[config.mk]
export PLATFORM = sky130hd
export DESIGN_NAME = jtv_front
export DESIGN_NICKNAME = d
export VERILOG_FILES = /design/src/sv/jtv_front.sv
export SDC_FILE = /design/constraint.sdc
export NUM_CORES = 2
export LEC_CHECK = 0
export BUFFER_PORTS_ARGS = -buffer_cell sky130_fd_sc_hd__buf_2
export CORE_MARGIN = 10
export CORE_UTILIZATION = 58
export DETAILED_ROUTE_END_ITERATION = 6
export MAX_ROUTING_LAYER = met4
export PLACE_DENSITY = 0.8
export SYNTH_ARGS = -nofsm -noshare
export SYNTH_HDL_FRONTEND = slang
export SYNTH_SLANG_ARGS = --single-unit
[constraint.sdc]
create_clock -name clk -period 7.52 [get_ports clk]
set_input_delay 1.504 -clock clk [delete_from_list [all_inputs] [get_ports clk]]
set_output_delay 1.504 -clock clk [all_outputs]
set_load 0.005 [all_outputs]
[src/sv/jtv_front.sv]
`timescale 1ns / 1ps
// Front end: target and magnitude jitter products, then offset and magnitude sums.
// Does not depend on jtv_pkg or on any other file.
module jtv_front #(
  parameter int W = 24,
  parameter int R = 16
) (
  input  logic                clk,
  input  logic                rst_n,
  input  logic                adv,
  input  logic                in_valid,
  input  logic signed [W-1:0] source_x,
  input  logic signed [W-1:0] source_y,
  input  logic [R-1:0]        rand_jx,
  input  logic [R-1:0]        rand_jy,
  input  logic [R-1:0]        rand_sp,
  input  logic signed [W-1:0] target_x,
  input  logic signed [W-1:0] target_y,
  input  logic [W-2:0]        target_spread,
  input  logic signed [W-1:0] base_magnitude,
  input  logic [W-2:0]        magnitude_spread,
  output logic                out_valid,
  output logic signed [W+1:0] dx,
  output logic signed [W+1:0] dy,
  output logic signed [W:0]   mag
);

  localparam int DW = W + 2;
  localparam int PW = R + W;

  logic                v1_r, v2_r;
  logic signed [W-1:0] sx_r, sy_r;
  logic [PW-1:0]       jx_r, jy_r, jm_r;
  logic [PW-1:0]       jx_nxt, jy_nxt, jm_nxt;
  logic [W-1:0]        jx, jy, jm;
  logic signed [DW-1:0] dx_r, dy_r, dx_nxt, dy_nxt;
  logic signed [W:0]    mag_r, mag_nxt;

  // Stage 1: r * 2s, one multiplier per fraction.
  always_comb begin
    jx_nxt = PW'(rand_jx) * PW'({target_spread, 1'b0});
    jy_nxt = PW'(rand_jy) * PW'({target_spread, 1'b0});
    jm_nxt = PW'(rand_sp) * PW'({magnitude_spread, 1'b0});
  end

  // Stage 2: drop the fraction bits, form offsets and magnitude.
  always_comb begin
    jx = jx_r[PW-1:R];
    jy = jy_r[PW-1:R];
    jm = jm_r[PW-1:R];
    dx_nxt = {{2{target_x[W-1]}}, target_x} - {{2{sx_r[W-1]}}, sx_r}
           - {3'b000, target_spread} + {2'b00, jx};
    dy_nxt = {{2{target_y[W-1]}}, target_y} - {{2{sy_r[W-1]}}, sy_r}
           - {3'b000, target_spread} + {2'b00, jy};
    mag_nxt = {base_magnitude[W-1], base_magnitude} - {2'b00, magnitude_spread}
            + {1'b0, jm};
  end

  always_ff @(posedge clk) begin
    if (!rst_n) begin
      v1_r <= 1'b0;
      v2_r <= 1'b0;
    end else if (adv) begin
      v1_r <= in_valid;
      v2_r <= v1_r;
    end
  end

  always_ff @(posedge clk) begin
    if (adv) begin
      sx_r  <= source_x;
      sy_r  <= source_y;
      jx_r  <= jx_nxt;
      jy_r  <= jy_nxt;
      jm_r  <= jm_nxt;
      dx_r  <= dx_nxt;
      dy_r  <= dy_nxt;
      mag_r <= mag_nxt;
    end
  end

  assign out_valid = v2_r;
  assign dx        = dx_r;
  assign dy        = dy_r;
  assign mag       = mag_r;

endmodule

==> results.md <==
* Status: completed
* Via density at 5.409
* Avg WL per Cell at 19.32 µm
* Fmax achieved at 137.6 MHz
* Syn avg cell area at 9.570 µm²
* Core outline area at 79000 µm²
* Design area at 51500 µm²
* ANT nets after route at 0
* Aggregate routed wire length at 122.9 mm
* Gpl congestion at 0.9600
* Die ar. at 91440 µm²
* Post-synth top flop: edfxtp_1
* Layout cells sized above 1 at 13.00%
* Normalized max-slew margin at 32.46%
* Tcrit/Tclk final at 96.62%
* Post-synth EDFFs at 197
* Most common cell on crit path: fa_1
* Sequential area share after synthesis at 12.88%
* Setup WS pre-CTS at -0.3372 ns
* Crit path arrival time at 7.55 ns
* IO Port Bufs at 295
* Gr ovfl total at 0
* Vias in the first global route at 37580
* P&R area growth vs syn at 11.35%
* Netlist Area Pre-Place at 46250 µm²
* Netlist cell types at 72
* Setup violators final at 0
* Final Skew at 0.03237 ns
* Worst setup path category: in2reg
* Final slew viol count at 0
* Area after DPL at 50880 µm²
* Final setup margin at 0.2543 ns
* Num CTS Buffers at 17
* Slowest stage delay, CP at 0.54 ns
* Post-CTS setup buffer count at 0
* Post-Syn Instances at 4833
* Register bit total from synthesis at 199
* Worst Path Max Fanout at 9
* Die height at 302.4 µm
* Antenna violations before repair at 20
* CP Capture Type: flip-flop
* CP required at 7.81 ns
* CP Launch Type: input pin
* Largest net degree at the start of global routing at 85
* Sequential standard cell area at 5956 µm²
* Drt first pass iters at 6
* Num rows at 103
* Area of the multi-input gates at 35140 µm²
* R2r setup slk at 2.58 ns
* Fin crit period at 7.266 ns
* All-layer global routing usage at 28.75%
* Clk sinks at 199
* Clk Latency, worst-skew pair at 0.54 ns
* # DRC at 0
* Worst Max-Slew Pin Slew at 1.013 ns
* Global-route wire length before repair at 198.2 mm
* Starting DRT DRC Count at 2515
* Async S/R FF share, synth at 0%
* Starting density of the core at 58.55%
* Chip width at 302.4 µm
* Final Hold Fails at 0
* # IOs at 296
* FILL cells at 6139
* TritonCTS clock tree: done
* Cell at the root of the clock tree: clkbuf_16
* Max-cap violations at 0
* Setup TNS at 0 ns
* Dpl hpwl at 103.2 mm
* Mapped Nets at 6447
* Syn. warnings at 0
* Worst-path clk slew at 0.09 ns
* H-tree Lvls at 4
* Final core occ at 65.19%
* Slowest CP cell: fa_1
* Max Root-Sink Buffers at 2
* Fin nets at 6896
* Vias at 34420
* Worst hold path type: reg2reg
[cells in the final DEF, fill, tap and decap left out, types with 20 or more instances in the layout]
cell         n
nand2_1    697
fa_1       990
nor2_1      81
edfxtp_1   197
o21ai_0     41
o21a_1      22
buf_4      316
a21oi_1    100
and2_1     463
inv_1     1188
xor2_1      32
ha_1       406
buf_2      287
a21o_1      78
nand3_1     24
nor3_1      20
xnor2_1     99
nor2b_1     24
[state kept, by name, summed over array words and instances (netlist names)]
register and cells:
mag 25, dy 26, out_valid 1, v1_r 1, jy_r 24, sx_r 24, dx 26, jx_r 24
jm_r 24, sy_r 24
[per-layer routing]
layer	up-vias	global-route usage, %	part of all wire (%)	wire length, µm
met4	0	12.49	4.4	5429
met3	315	5.032	8.2	10020
met5	-	-	0	0
li1	15270	-	-	-
met1	17300	35.63	39	48060
met2	1533	46.21	48	59400
[worst max-delay path: cells and delay by family]
kind / cells / cell delay, ns
adders and majority gates: 7 / 3.31
AOI/OAI and AO/OA: 8 / 1.67
buffers and inverters: 6 / 0.52
and+or+nand+nor: 3 / 0.45
xor gates and xnor gates: 1 / 0.09
[synthesized netlist by cell type (14+ instances only)]
| cell | count | share of area (%) |
|---|---|---|
| o21ai_0 | 41 | 0.44 |
| xor2_1 | 32 | 0.61 |
| o21a_1 | 22 | 0.36 |
| nand3_1 | 24 | 0.26 |
| nand4_1 | 17 | 0.23 |
| edfxtp_1 | 197 | 13 |
| a21o_1 | 79 | 1.3 |
| xnor2_1 | 99 | 1.9 |
| fa_1 | 990 | 43 |
| clkbuf_1 | 190 | 1.5 |
| nor3_1 | 20 | 0.22 |
| o21ai_1 | 14 | 0.15 |
| nor2b_1 | 24 | 0.32 |
| nor2_1 | 82 | 0.67 |
| ha_1 | 406 | 11 |
| and2_1 | 463 | 6.3 |
| nand2_1 | 697 | 5.7 |
| inv_1 | 1188 | 9.6 |
| nand2b_1 | 16 | 0.22 |
| a21oi_1 | 100 | 1.1 |
[path summary, 6_finish.rpt]
path	startpoint	endpoint	cells after the start
setup / recovery	rand_sp[1]	jm_r[38]$_DFFE_PP_	25
hold / removal	out_valid$_SDFFE_PN0P_	out_valid$_SDFFE_PN0P_	2
setup reg to reg	sy_r[0]$_DFFE_PP_	dy[24]$_DFFE_PP_	19
hold reg to reg	out_valid$_SDFFE_PN0P_	out_valid$_SDFFE_PN0P_	2
[metrics by stage]
stage | instances | hold WS (ns)
6_report | 6363 | 0.5239
3_5_place_dp | 6313 | 0.5062
3_3_place_gp | 6313 | 0.4994
2_1_floorplan | 4833 | 0.4824
5_1_grt | 6360 | 0.5620
4_1_cts | 6344 | 0.5217
[area by class of cell]
cell class	count	area share, %
inverter	1188	8.659
tap	1050	2.551
clock inverter	13	0.1919
multi-input combinational	3255	68.23
antenna	19	0.09232
sequential	199	11.56
timing repair buffer	621	7.881
clock buffer	18	0.8333
[kinds of logic (layout without fill, tap and decap cells)]
logic type | after synthesis | after routing | synth area share [%]
buf+inv | 1379 | 1840 | 11.19
simple gates | 1372 | 1372 | 14.32
mux | 2 | 2 | 0.04328
other cells | 0 | 19 | 0
fa+ha+maj | 1396 | 1396 | 53.83
xor+xnor | 131 | 131 | 2.481
flops | 199 | 199 | 12.88
compound gates | 354 | 354 | 5.253
[timing repair]
item                                    4_1_cts  5_1_grt
hold buffers                                  0        0
gates resized for setup                       0       14
endpoints found under the setup margin        0       11
Power is left out: the tool's default activity adds up to more than one toggle a clock period on the data nets, which glitch-free logic cannot reach.
